[src/cfla_pkg.sv]
// Package for the coalescing free-list allocator.
// Holds the widths, request and status codes and the controller/datapath structs.
// Depends on nothing; every other file of the block imports it.
`default_nettype none

package cfla_pkg;

  // Table depth and region addressing.
  localparam int TABLE_DEPTH = 16;
  localparam int OFFSET_BITS = 16;

  localparam int OFF_W = OFFSET_BITS;
  localparam int SIZE_W = OFFSET_BITS + 1;
  localparam int END_W = SIZE_W + 1;
  localparam int IDX_W = (TABLE_DEPTH > 1) ? $clog2(TABLE_DEPTH) : 1;
  localparam int ACC_W = SIZE_W + IDX_W;

  localparam logic [SIZE_W-1:0] REGION_MAX = SIZE_W'(1) << OFFSET_BITS;
  localparam logic [SIZE_W-1:0] SIZE_SAT = {SIZE_W{1'b1}};
  localparam logic [IDX_W-1:0] IDX_LAST = IDX_W'(TABLE_DEPTH - 1);

  // Request types.
  typedef enum logic [1:0] {
    REQ_ALLOC = 2'd0,
    REQ_FREE  = 2'd1,
    REQ_CLEAR = 2'd2,
    REQ_NOP   = 2'd3
  } req_type_e;

  // Result status codes.
  typedef enum logic [1:0] {
    ST_OK     = 2'd0,
    ST_NO_FIT = 2'd1,
    ST_FULL   = 2'd2,
    ST_ZERO   = 2'd3
  } status_e;

  // Commands from the controller to the datapath.
  typedef struct packed {
    logic    req_load;
    logic    idx_clr;
    logic    idx_inc;
    logic    i_clr;
    logic    i_inc;
    logic    rd_sel_i;
    logic    fit_clr;
    logic    fit_step;
    logic    merge_latch;
    logic    merge_do;
    logic    merged_set;
    logic    alloc_do;
    logic    insert_do;
    logic    region_load;
    logic    sum_clr;
    logic    sum_step;
    logic    res_load;
    logic    status_we;
    status_e status;
  } cfla_cmd_t;

  // Status from the datapath to the controller.
  typedef struct packed {
    req_type_e req_type;
    logic      req_zero;
    logic      idx_last;
    logic      i_last;
    logic      entry_valid;
    logic      merge_match;
    logic      best_found;
    logic      has_empty;
    logic      merged;
    logic      out_free;
  } cfla_sts_t;

endpackage

`default_nettype wire

[src/cfla_ifs.sv]
// Channel interfaces of the allocator: request, response and configuration.
// Depends on cfla_pkg for the field widths.
`default_nettype none

interface cfla_req_if
  import cfla_pkg::*;
();
  logic              valid;
  logic              ready;
  logic [1:0]        req_type;
  logic [SIZE_W-1:0] req_size;
  logic [OFF_W-1:0]  free_offset;

  modport source (output valid, req_type, req_size, free_offset, input ready);
  modport sink (input valid, req_type, req_size, free_offset, output ready);
endinterface

interface cfla_rsp_if
  import cfla_pkg::*;
();
  logic              valid;
  logic              ready;
  logic [OFF_W-1:0]  granted_offset;
  logic [1:0]        status;
  logic [SIZE_W-1:0] allocated_bytes;
  logic [SIZE_W-1:0] free_bytes;

  modport source (output valid, granted_offset, status, allocated_bytes, free_bytes,
                  input ready);
  modport sink (input valid, granted_offset, status, allocated_bytes, free_bytes,
                output ready);
endinterface

interface cfla_cfg_if
  import cfla_pkg::*;
();
  logic              valid;
  logic              ready;
  logic [SIZE_W-1:0] region_size;

  modport source (output valid, region_size, input ready);
  modport sink (input valid, region_size, output ready);
endinterface

`default_nettype wire

[src/coalescing_free_list_allocator.sv]
// Top level of the coalescing best-fit free-list allocator.
// Depends on cfla_pkg, cfla_ifs, cfla_ctrl and cfla_dp.
//
//   Channel  | Direction | Payload
//   req_i    | in        | req_type, req_size, free_offset
//   rsp_o    | out       | granted_offset, status, allocated_bytes, free_bytes
//   cfg_i    | in        | region_size (takes effect on the next clear)
//
// A no-op or zero-size item passes through acceptance, decode, a free-byte sum over the
// single table read port, and the output load before the next acceptance. A free adds
// the table insert, a clear the region load, an allocate the best-fit scan, its check
// and the table update. A merge pass scans the table once per valid entry and
// restarts after each merge found. Reset loads the whole region as one free block; a
// result waits in the output register while the next item is accepted, and a stalled
// output holds the block only once the following result is ready.
`default_nettype none

module coalescing_free_list_allocator
  import cfla_pkg::*;
(
  input  logic       clk_i,
  input  logic       rst_ni,
  cfla_req_if.sink   req_i,
  cfla_rsp_if.source rsp_o,
  cfla_cfg_if.sink   cfg_i
);

  cfla_cmd_t cmd;
  cfla_sts_t sts;

  // Controller.
  cfla_ctrl u_ctrl (
    .clk_i       (clk_i),
    .rst_ni      (rst_ni),
    .req_valid_i (req_i.valid),
    .req_ready_o (req_i.ready),
    .sts_i       (sts),
    .cmd_o       (cmd)
  );

  // Datapath.
  cfla_dp u_dp (
    .clk_i         (clk_i),
    .rst_ni        (rst_ni),
    .req_type_i    (req_i.req_type),
    .req_size_i    (req_i.req_size),
    .free_offset_i (req_i.free_offset),
    .cmd_i         (cmd),
    .sts_o         (sts),
    .rsp           (rsp_o),
    .cfg           (cfg_i)
  );

`ifndef ASSERT_OFF
  // The block works on one item at a time.
  assert property (@(posedge clk_i) disable iff (!rst_ni)
    (req_i.valid && req_i.ready) |=> !req_i.ready)
    else $error("request accepted while busy");

  // A failed or non-allocate result grants offset zero.
  assert property (@(posedge clk_i) disable iff (!rst_ni)
    (rsp_o.valid && (rsp_o.status != ST_OK)) |-> (rsp_o.granted_offset == '0))
    else $error("granted offset on failed request");

  // Byte counts stay within the region.
  assert property (@(posedge clk_i) disable iff (!rst_ni)
    rsp_o.valid |-> ((rsp_o.free_bytes <= REGION_MAX) &&
                     (rsp_o.allocated_bytes <= REGION_MAX)))
    else $error("byte count beyond region");
`endif

endmodule

`default_nettype wire

[src/cfla_ctrl.sv]
// Controller state machine of the allocator: sequences fit scans, merge passes,
// table updates and the free-byte sum. Depends on cfla_pkg.
`default_nettype none

module cfla_ctrl
  import cfla_pkg::*;
(
  input  logic      clk_i,
  input  logic      rst_ni,
  input  logic      req_valid_i,
  output logic      req_ready_o,
  input  cfla_sts_t sts_i,
  output cfla_cmd_t cmd_o
);

  typedef enum logic [10:0] {
    S_IDLE    = 11'b000_0000_0001,
    S_DECODE  = 11'b000_0000_0010,
    S_FIT     = 11'b000_0000_0100,
    S_FIT_END = 11'b000_0000_1000,
    S_MERGE_I = 11'b000_0001_0000,
    S_MERGE_J = 11'b000_0010_0000,
    S_ALLOC   = 11'b000_0100_0000,
    S_INSERT  = 11'b000_1000_0000,
    S_LOAD    = 11'b001_0000_0000,
    S_SUM     = 11'b010_0000_0000,
    S_DONE    = 11'b100_0000_0000
  } state_e;

  state_e state_q, state_d;

  // State register.
  always_ff @(posedge clk_i or negedge rst_ni) begin
    if (!rst_ni) begin
      state_q <= S_IDLE;
    end else begin
      state_q <= state_d;
    end
  end

  // Next state and commands.
  always_comb begin
    state_d = state_q;
    cmd_o = '0;
    cmd_o.status = ST_OK;
    req_ready_o = 1'b0;
    unique case (state_q) inside
      S_IDLE: begin
        req_ready_o = 1'b1;
        if (req_valid_i) begin
          cmd_o.req_load = 1'b1;
          state_d = S_DECODE;
        end
      end
      S_DECODE: begin
        unique case (sts_i.req_type) inside
          REQ_ALLOC, REQ_FREE: begin
            if (sts_i.req_zero) begin
              cmd_o.status_we = 1'b1;
              cmd_o.status = ST_ZERO;
              cmd_o.sum_clr = 1'b1;
              cmd_o.idx_clr = 1'b1;
              state_d = S_SUM;
            end else if (sts_i.req_type == REQ_ALLOC) begin
              cmd_o.fit_clr = 1'b1;
              cmd_o.idx_clr = 1'b1;
              state_d = S_FIT;
            end else if (sts_i.has_empty) begin
              state_d = S_INSERT;
            end else if (sts_i.merged) begin
              cmd_o.status_we = 1'b1;
              cmd_o.status = ST_FULL;
              cmd_o.sum_clr = 1'b1;
              cmd_o.idx_clr = 1'b1;
              state_d = S_SUM;
            end else begin
              cmd_o.i_clr = 1'b1;
              state_d = S_MERGE_I;
            end
          end
          REQ_CLEAR: state_d = S_LOAD;
          default: begin
            cmd_o.sum_clr = 1'b1;
            cmd_o.idx_clr = 1'b1;
            state_d = S_SUM;
          end
        endcase
      end
      S_FIT: begin
        cmd_o.fit_step = 1'b1;
        cmd_o.idx_inc = 1'b1;
        if (sts_i.idx_last) begin
          state_d = S_FIT_END;
        end
      end
      S_FIT_END: begin
        if (sts_i.best_found) begin
          state_d = S_ALLOC;
        end else if (sts_i.merged) begin
          cmd_o.status_we = 1'b1;
          cmd_o.status = ST_NO_FIT;
          cmd_o.sum_clr = 1'b1;
          cmd_o.idx_clr = 1'b1;
          state_d = S_SUM;
        end else begin
          cmd_o.i_clr = 1'b1;
          state_d = S_MERGE_I;
        end
      end
      S_MERGE_I: begin
        cmd_o.rd_sel_i = 1'b1;
        if (sts_i.entry_valid) begin
          cmd_o.merge_latch = 1'b1;
          cmd_o.idx_clr = 1'b1;
          state_d = S_MERGE_J;
        end else if (sts_i.i_last) begin
          cmd_o.merged_set = 1'b1;
          state_d = S_DECODE;
        end else begin
          cmd_o.i_inc = 1'b1;
        end
      end
      S_MERGE_J: begin
        if (sts_i.merge_match) begin
          // A merge restarts the pass from the first entry.
          cmd_o.merge_do = 1'b1;
          cmd_o.i_clr = 1'b1;
          state_d = S_MERGE_I;
        end else if (sts_i.idx_last) begin
          if (sts_i.i_last) begin
            cmd_o.merged_set = 1'b1;
            state_d = S_DECODE;
          end else begin
            cmd_o.i_inc = 1'b1;
            state_d = S_MERGE_I;
          end
        end else begin
          cmd_o.idx_inc = 1'b1;
        end
      end
      S_ALLOC, S_INSERT, S_LOAD: begin
        cmd_o.alloc_do = (state_q == S_ALLOC);
        cmd_o.insert_do = (state_q == S_INSERT);
        cmd_o.region_load = (state_q == S_LOAD);
        cmd_o.sum_clr = 1'b1;
        cmd_o.idx_clr = 1'b1;
        state_d = S_SUM;
      end
      S_SUM: begin
        cmd_o.sum_step = 1'b1;
        cmd_o.idx_inc = 1'b1;
        if (sts_i.idx_last) begin
          state_d = S_DONE;
        end
      end
      S_DONE: begin
        if (sts_i.out_free) begin
          cmd_o.res_load = 1'b1;
          state_d = S_IDLE;
        end
      end
      default: state_d = S_IDLE;
    endcase
  end

endmodule

`default_nettype wire

[src/cfla_dp.sv]
// Datapath of the allocator: free table, scan counters, best-fit and merge
// registers, counters and the response register. Depends on cfla_pkg, cfla_ifs.
`default_nettype none

module cfla_dp
  import cfla_pkg::*;
(
  input  logic              clk_i,
  input  logic              rst_ni,
  input  logic [1:0]        req_type_i,
  input  logic [SIZE_W-1:0] req_size_i,
  input  logic [OFF_W-1:0]  free_offset_i,
  input  cfla_cmd_t         cmd_i,
  output cfla_sts_t         sts_o,
  cfla_rsp_if.source        rsp,
  cfla_cfg_if.sink          cfg
);

  // Free table.
  logic [OFF_W-1:0]       off_q [TABLE_DEPTH];
  logic [SIZE_W-1:0]      size_q [TABLE_DEPTH];
  logic [TABLE_DEPTH-1:0] valid_q;

  // Request and working registers.
  logic [1:0]        req_type_q;
  logic [SIZE_W-1:0] req_size_q;
  logic [OFF_W-1:0]  free_offset_q;
  logic [IDX_W-1:0]  idx_q, i_q, best_idx_q;
  logic              best_found_q, merged_q;
  logic [SIZE_W-1:0] best_size_q, cur_size_q, region_q, alloc_q;
  logic [OFF_W-1:0]  best_off_q, grant_q;
  logic [END_W-1:0]  cur_end_q;
  logic [ACC_W-1:0]  acc_q;
  status_e           status_q;

  // Response register.
  logic              out_valid_q;
  logic [OFF_W-1:0]  out_grant_q;
  status_e           out_status_q;
  logic [SIZE_W-1:0] out_alloc_q, out_free_q;

  logic [IDX_W-1:0]  rd_idx, empty_idx;
  logic [OFF_W-1:0]  rd_off;
  logic [SIZE_W-1:0] rd_size, region_sat, merged_size, free_sum;
  logic              rd_valid, has_empty, fit_better;
  logic [SIZE_W:0]   merge_raw, alloc_add;

  // One read port, addressed by the merge outer index or the scan index.
  assign rd_idx = cmd_i.rd_sel_i ? i_q : idx_q;
  assign rd_off = off_q[rd_idx];
  assign rd_size = size_q[rd_idx];
  assign rd_valid = valid_q[rd_idx];

  // Lowest free slot.
  always_comb begin
    has_empty = 1'b0;
    empty_idx = '0;
    for (int k = TABLE_DEPTH - 1; k >= 0; k--) begin
      if (!valid_q[k]) begin
        has_empty = 1'b1;
        empty_idx = IDX_W'(k);
      end
    end
  end

  assign region_sat = (region_q > REGION_MAX) ? REGION_MAX : region_q;
  assign merge_raw = {1'b0, cur_size_q} + {1'b0, rd_size};
  assign merged_size = merge_raw[SIZE_W] ? SIZE_SAT : merge_raw[SIZE_W-1:0];
  assign alloc_add = {1'b0, alloc_q} + {1'b0, req_size_q};
  assign free_sum = (acc_q > ACC_W'(REGION_MAX)) ? REGION_MAX : acc_q[SIZE_W-1:0];

  // A candidate beats the current best on size, then on offset.
  assign fit_better = rd_valid && (rd_size >= req_size_q) &&
                      (!best_found_q || (rd_size < best_size_q) ||
                       ((rd_size == best_size_q) && (rd_off < best_off_q)));

  // Status to the controller.
  always_comb begin
    sts_o.req_type = req_type_e'(req_type_q);
    sts_o.req_zero = (req_size_q == '0);
    sts_o.idx_last = (idx_q == IDX_LAST);
    sts_o.i_last = (i_q == IDX_LAST);
    sts_o.entry_valid = rd_valid;
    sts_o.merge_match = (idx_q != i_q) && rd_valid && ({2'b00, rd_off} == cur_end_q);
    sts_o.best_found = best_found_q;
    sts_o.has_empty = has_empty;
    sts_o.merged = merged_q;
    sts_o.out_free = !out_valid_q || rsp.ready;
  end

  // Free table updates.
  always_ff @(posedge clk_i or negedge rst_ni) begin
    if (!rst_ni) begin
      for (int k = 0; k < TABLE_DEPTH; k++) begin
        off_q[k] <= '0;
        size_q[k] <= (k == 0) ? REGION_MAX : '0;
      end
      valid_q <= TABLE_DEPTH'(1);
    end else if (cmd_i.region_load) begin
      off_q[0] <= '0;
      size_q[0] <= region_sat;
      valid_q <= TABLE_DEPTH'(region_sat != '0);
    end else if (cmd_i.merge_do) begin
      size_q[i_q] <= merged_size;
      valid_q[idx_q] <= 1'b0;
    end else if (cmd_i.alloc_do) begin
      if (best_size_q > req_size_q) begin
        off_q[best_idx_q] <= best_off_q + req_size_q[OFF_W-1:0];
        size_q[best_idx_q] <= best_size_q - req_size_q;
      end else begin
        valid_q[best_idx_q] <= 1'b0;
      end
    end else if (cmd_i.insert_do) begin
      off_q[empty_idx] <= free_offset_q;
      size_q[empty_idx] <= req_size_q;
      valid_q[empty_idx] <= 1'b1;
    end
  end

  // Control registers: counters, flags, byte count and configuration.
  always_ff @(posedge clk_i or negedge rst_ni) begin
    if (!rst_ni) begin
      idx_q <= '0;
      i_q <= '0;
      best_found_q <= 1'b0;
      merged_q <= 1'b0;
      alloc_q <= '0;
      region_q <= REGION_MAX;
      status_q <= ST_OK;
      out_valid_q <= 1'b0;
    end else begin
      if (cfg.valid) begin
        region_q <= cfg.region_size;
      end
      if (cmd_i.idx_clr) begin
        idx_q <= '0;
      end else if (cmd_i.idx_inc && (idx_q != IDX_LAST)) begin
        idx_q <= idx_q + IDX_W'(1);
      end
      if (cmd_i.i_clr) begin
        i_q <= '0;
      end else if (cmd_i.i_inc) begin
        i_q <= i_q + IDX_W'(1);
      end
      if (cmd_i.req_load) begin
        merged_q <= 1'b0;
        status_q <= ST_OK;
      end else begin
        if (cmd_i.merged_set) begin
          merged_q <= 1'b1;
        end
        if (cmd_i.status_we) begin
          status_q <= cmd_i.status;
        end
      end
      if (cmd_i.fit_clr) begin
        best_found_q <= 1'b0;
      end else if (cmd_i.fit_step && fit_better) begin
        best_found_q <= 1'b1;
      end
      if (cmd_i.region_load) begin
        alloc_q <= '0;
      end else if (cmd_i.alloc_do) begin
        alloc_q <= (alloc_add > {1'b0, REGION_MAX}) ? REGION_MAX : alloc_add[SIZE_W-1:0];
      end else if (cmd_i.insert_do) begin
        alloc_q <= (alloc_q > req_size_q) ? (alloc_q - req_size_q) : '0;
      end
      if (cmd_i.res_load) begin
        out_valid_q <= 1'b1;
      end else if (rsp.ready) begin
        out_valid_q <= 1'b0;
      end
    end
  end

  // Payload registers.
  always_ff @(posedge clk_i) begin
    if (cmd_i.req_load) begin
      req_type_q <= req_type_i;
      req_size_q <= req_size_i;
      free_offset_q <= free_offset_i;
      grant_q <= '0;
    end else if (cmd_i.alloc_do) begin
      grant_q <= best_off_q;
    end
    if (cmd_i.fit_step && fit_better) begin
      best_idx_q <= idx_q;
      best_size_q <= rd_size;
      best_off_q <= rd_off;
    end
    if (cmd_i.merge_latch) begin
      cur_size_q <= rd_size;
      cur_end_q <= {2'b00, rd_off} + {1'b0, rd_size};
    end
    if (cmd_i.sum_clr) begin
      acc_q <= '0;
    end else if (cmd_i.sum_step && rd_valid) begin
      acc_q <= acc_q + ACC_W'(rd_size);
    end
    if (cmd_i.res_load) begin
      out_grant_q <= grant_q;
      out_status_q <= status_q;
      out_alloc_q <= alloc_q;
      out_free_q <= free_sum;
    end
  end

  assign cfg.ready = 1'b1;
  assign rsp.valid = out_valid_q;
  assign rsp.granted_offset = out_grant_q;
  assign rsp.status = out_status_q;
  assign rsp.allocated_bytes = out_alloc_q;
  assign rsp.free_bytes = out_free_q;

endmodule

`default_nettype wire
[src/flat_wrapper.sv]
// flat-port wrapper written by rule: the top's interface ports become plain ports
module coalescing_free_list_allocator_flat import cfla_pkg::*;
  (clk_i, rst_ni, req_i_valid, req_i_req_type, req_i_req_size, req_i_free_offset, req_i_ready, rsp_o_valid, rsp_o_granted_offset, rsp_o_status, rsp_o_allocated_bytes, rsp_o_free_bytes, rsp_o_ready, cfg_i_valid, cfg_i_region_size, cfg_i_ready);
  cfla_req_if req_i_i ();
  cfla_rsp_if rsp_o_i ();
  cfla_cfg_if cfg_i_i ();
  input  logic clk_i;
  input  logic rst_ni;
  input wire logic [$bits(req_i_i.valid)-1:0] req_i_valid;
  input wire logic [$bits(req_i_i.req_type)-1:0] req_i_req_type;
  input wire logic [$bits(req_i_i.req_size)-1:0] req_i_req_size;
  input wire logic [$bits(req_i_i.free_offset)-1:0] req_i_free_offset;
  output wire logic [$bits(req_i_i.ready)-1:0] req_i_ready;
  output wire logic [$bits(rsp_o_i.valid)-1:0] rsp_o_valid;
  output wire logic [$bits(rsp_o_i.granted_offset)-1:0] rsp_o_granted_offset;
  output wire logic [$bits(rsp_o_i.status)-1:0] rsp_o_status;
  output wire logic [$bits(rsp_o_i.allocated_bytes)-1:0] rsp_o_allocated_bytes;
  output wire logic [$bits(rsp_o_i.free_bytes)-1:0] rsp_o_free_bytes;
  input wire logic [$bits(rsp_o_i.ready)-1:0] rsp_o_ready;
  input wire logic [$bits(cfg_i_i.valid)-1:0] cfg_i_valid;
  input wire logic [$bits(cfg_i_i.region_size)-1:0] cfg_i_region_size;
  output wire logic [$bits(cfg_i_i.ready)-1:0] cfg_i_ready;
  assign req_i_i.valid = req_i_valid;
  assign req_i_i.req_type = req_i_req_type;
  assign req_i_i.req_size = req_i_req_size;
  assign req_i_i.free_offset = req_i_free_offset;
  assign req_i_ready = req_i_i.ready;
  assign rsp_o_valid = rsp_o_i.valid;
  assign rsp_o_granted_offset = rsp_o_i.granted_offset;
  assign rsp_o_status = rsp_o_i.status;
  assign rsp_o_allocated_bytes = rsp_o_i.allocated_bytes;
  assign rsp_o_free_bytes = rsp_o_i.free_bytes;
  assign rsp_o_i.ready = rsp_o_ready;
  assign cfg_i_i.valid = cfg_i_valid;
  assign cfg_i_i.region_size = cfg_i_region_size;
  assign cfg_i_ready = cfg_i_i.ready;
  coalescing_free_list_allocator u_core (.clk_i(clk_i), .rst_ni(rst_ni), .req_i(req_i_i), .rsp_o(rsp_o_i), .cfg_i(cfg_i_i));
endmodule
[config.mk]
export PLATFORM = sky130hd
export DESIGN_NAME = coalescing_free_list_allocator_flat
export DESIGN_NICKNAME = d
export VERILOG_FILES = /design/src/cfla_pkg.sv /design/src/cfla_ifs.sv /design/src/coalescing_free_list_allocator.sv /design/src/cfla_ctrl.sv /design/src/cfla_dp.sv /design/src/flat_wrapper.sv
export SDC_FILE = /design/constraint.sdc
export NUM_CORES = 2
export LEC_CHECK = 0
export ABC_AREA = 1
export BUFFER_PORTS_ARGS = -buffer_cell sky130_fd_sc_hd__buf_2
export CAP_MARGIN = 30
export CELL_PAD_IN_SITES_DETAIL_PLACEMENT = 0
export CELL_PAD_IN_SITES_GLOBAL_PLACEMENT = 2
export CORE_MARGIN = 8
export CORE_UTILIZATION = 35
export CTS_CLUSTER_DIAMETER = 30
export DETAILED_ROUTE_END_ITERATION = 8
export PLACE_DENSITY_LB_ADDON = 0.2
export SLEW_MARGIN = 20
export SYNTH_ARGS = -nofsm -noshare
export SYNTH_HDL_FRONTEND = slang
export SYNTH_SLANG_ARGS = --single-unit
[constraint.sdc]
create_clock -name clk_i -period 6.7 [get_ports clk_i]
set_clock_uncertainty 0.15 [all_clocks]
set_input_delay 1.675 -clock clk_i [delete_from_list [all_inputs] [get_ports clk_i]]
set_output_delay 1.675 -clock clk_i [all_outputs]
set_load 0.005 [all_outputs]
==> results_dict.tcl <==
set metrics [dict create \
    path_clk_slew_ns 0.05 \
    slew_violations 0 \
    clock_latency_ns 0.89 \
    grt_max_degree 115 \
    synth.ff_latch_count 798 \
    outcome "completed" \
    finalPower_mw 32.9 \
    cts_buffers 279 \
    route.detailed.drc 0 \
    clock_sink_count 798 \
    irDropWorstVdd_mv 0.553 \
    finalHoldViolCount 0 \
    fp.dieArea_sq_um 162000 \
    antenna_found_initial 2 \
    p_per_area_nw_per_um2 503 \
    crit_path_max_incr_delay_ns 1.02 \
    postSynthAreaPerCell_sq_um 7.16 \
    worst_path_max_delay_cell "o21ai_0" \
    fin_setup_tns_ns 0 \
    cp-start-kind "flop" \
    worstPathRequired_ns 7.16 \
    max_freq_mhz 157 \
    via_count 56245 \
    synthCells 7321 \
    start_util_pct 35.1 \
    syn_to_final_growth_pct 24.8 \
    synth_top_family_by_area "simple AND/OR/NAND/NOR gates" \
    fin_crit_ns 6.36 \
    netlist_area_sq_um 52400 \
    first_iter_violations 6615 \
    place.gp.congestion 0.920 \
    ys_seq_area_share_pct 39.2 \
    pin_count 112 \
    synthMuxAreaShare_pct 1.03 \
    fin_cells 9677 \
    synth_fa_ha_area_share_pct 4.39 \
    fin_nets 7773 \
    portBuffers 110 \
    rows 142 \
    nFillCells 15267 \
    die_w_um 403 \
    ys_types 66 \
    grt_pass1_wl_um 382000 \
    cp_max_fo 41 \
    hp-class "reg -> reg" \
    arrival_ns 6.82 \
    dpl.cell_count 9189 \
    root_buffer "clkbuf_16" \
    antenna_left 0 \
    p_leak_nw 31.5 \
    ys.warnings.count 0 \
    grt_pass1_vias 54338 \
    synth_ff_type "dfrtp_1" \
    coreArea_sq_um 149000 \
    synth_compound_area_share_pct 12.2 \
    dp.final_hpwl_um 177000 \
    path_cells "nor2_1 > nand2_2 > nor2_4 > nand2_2 > buf_4 > nand2_8 > nand2_8 > buf_12 > buf_12 > nand2_1 > nand3_1 > nand3_1 > nand3_1 > nand2_1 > inv_1 > ha_1 > nand2_1 > nor3_1 > a221oi_1 > o21ai_0 > o21ai_0 > nor2_4 > buf_4" \
    synth_edf_count 159 \
    drive_gt1_share_pct 12.8 \
    drt-total-wl_um 266000 \
    grt_setup_unrepaired "false" \
    worst_pin_slew_ns 1.27 \
    grt-ovfl-total 0 \
    synth_nets 7558 \
    vias_per_cell 5.81 \
    post-route-period-util_pct 95.0 \
    criticalPathCategory "reg -> reg" \
    cts_tree "built" \
    endpoint_kind "flop" \
    die_height_um 403 \
    layout_commonest_cell "nand2_1" \
    layout_common_cells "2356 x nand2_1, 1139 x nand3_1, 598 x dfrtp_1" \
    fin_worst_hold_slack_ns 0.270 \
    final_core_util_pct 43.8 \
    wire_per_inst_um 27.5 \
    htree_levels 5 \
    finalSetupViolCount 0 \
    async_flop_share_pct 75.4 \
    synth-simple-area-share_pct 33.7 \
    synth_xor_area_share_pct 1.52 \
    first_pass_iters 6 \
    cts_max_path_buffers 4 \
    cap_viol_max_count 0 \
    slew-limit-headroom_pct 14.3 \
    grt.total_usage_pct 31.6 \
]
[layer usage]
layer / share of wire [%] / routed length [um] / up-vias / GRT usage, %
met5: 0.0045 / 12 / - / 0
met4: 5.1 / 13600 / 2 / 14.8
met3: 11 / 28400 / 660 / 8.36
met2: 42 / 112000 / 3151 / 46.2
met1: 42 / 113000 / 27213 / 43.3
li1: - / - / 25219 / -
[cell families (layout without fill, tap and decap cells)]
family | Yosys count | count (layout)
and+or+nand+nor | 4168 | 4169
AOI/OAI and AO/OA | 1054 | 1054
buffers and inverters | 981 | 1390
DFF | 798 | 798
adders and majority gates | 180 | 180
xor gates and xnor gates | 91 | 91
muxes | 48 | 48
other | 1 | 3
[critical path: cells and delay by family, from the launching register on]
| kind | cells | cell delay [ns] |
|---|---|---|
| fa+ha+maj | 1 | 0.32 |
| buf+inv | 5 | 1.44 |
| simple gates | 14 | 2.15 |
| compound gates | 3 | 1.45 |
| flops | 1 | 0.53 |
[cell usage after synthesis, drive strengths merged (3+ instances only)]
library cell	n	area share [%]
dfrtp	598	29
a2bb2oi	4	0.067
a211oi	6	0.086
dfstp	4	0.20
or2	16	0.19
a21oi	265	2.6
a22oi	56	0.80
nand4	58	0.73
xnor2	30	0.50
o21bai	5	0.072
a221oi	49	0.82
nor2	483	3.6
mux2	48	1.0
inv	467	3.3
o2111ai	4	0.067
o221ai	3	0.050
dfxtp	37	1.4
nor3	47	0.45
edfxtp	159	9.1
xor2	61	1.0
buf	200	2.3
fa	7	0.27
clkbuf	277	2.0
o21a	19	0.27
o21ai	194	1.9
nand2	2394	18
nand3b	3	0.043
clkinv	37	0.26
o22ai	337	4.0
a31oi	73	0.87
nor4	18	0.21
o211ai	21	0.30
a21o	4	0.057
nand3	1144	11
ha	173	4.1
o31ai	5	0.072
[sequential cells by signal, summed over array words and instances (netlist names), 18 cells and up]
register and cells:
u_core.u_dp.off_q 256, u_core.u_dp.cur_end_q 18, u_core.u_dp.acc_q 21, u_core.u_dp.size_q 272
[cell type report]
cell class / count / area, sq um / share of cell area, %
Antenna cell: 2 / 5.00 / 0.00765
Multi-Input combinational cell: 5543 / 28000 / 42.8
Inverter: 504 / 1890 / 2.90
Clock inverter: 85 / 1050 / 1.61
Sequential cell: 798 / 20600 / 31.5
Tap cell: 1944 / 2430 / 3.72
Timing Repair Buffer: 410 / 3420 / 5.23
Clock buffer: 391 / 8040 / 12.3
[metrics by stage]
| stage | setup WS [ns] | area, sq um |
|---|---|---|
| 4_1_cts | 0.189 | 65300 |
| 2_1_floorplan | 0.605 | 52400 |
| 5_1_grt | 0.0717 | 65400 |
| 6_report | 0.337 | 65400 |
| 3_3_place_gp | 0.198 | 55900 |
| 3_5_place_dp | 0.212 | 56200 |
[power breakdown]
group	switching (mW)	total, mW	leakage, nW	internal (mW)
clock network	3.59	12.6	4.48	9.03
registers	0.339	5.85	10.1	5.51
logic	10.6	14.4	17.0	3.79
[repair_timing]
action                                  in CTS  in global routing
setup buffers                                0                  6
hold buffers                                 0                  0
endpoints found under the setup margin       0                 27
resized for setup                            0                  3
[final timing paths]
| kind | from | end | slack (ns) | cells after the start |
|---|---|---|---|---|
| hold / removal | u_core.u_dp.grant_q[11] | u_core.u_dp.rsp.granted_offset[11] | 0.27 | 0 |
| hold reg to reg | u_core.u_dp.grant_q[11] | u_core.u_dp.rsp.granted_offset[11] | 0.27 | 0 |
| setup reg to reg | u_core.u_ctrl.state_q[0] | u_core.u_dp.best_size_q[15] | 0.34 | 23 |
| min in group asynchronous | rst_ni | u_core.u_dp.off_q[226] | 0.66 | 1 |
| setup / recovery | u_core.u_ctrl.state_q[0] | u_core.u_dp.best_size_q[15] | 0.34 | 23 |
| max in group asynchronous | rst_ni | u_core.u_dp.size_q[99] | 4.40 | 2 |
No activity file was read; power rests on OpenSTA's default activity.
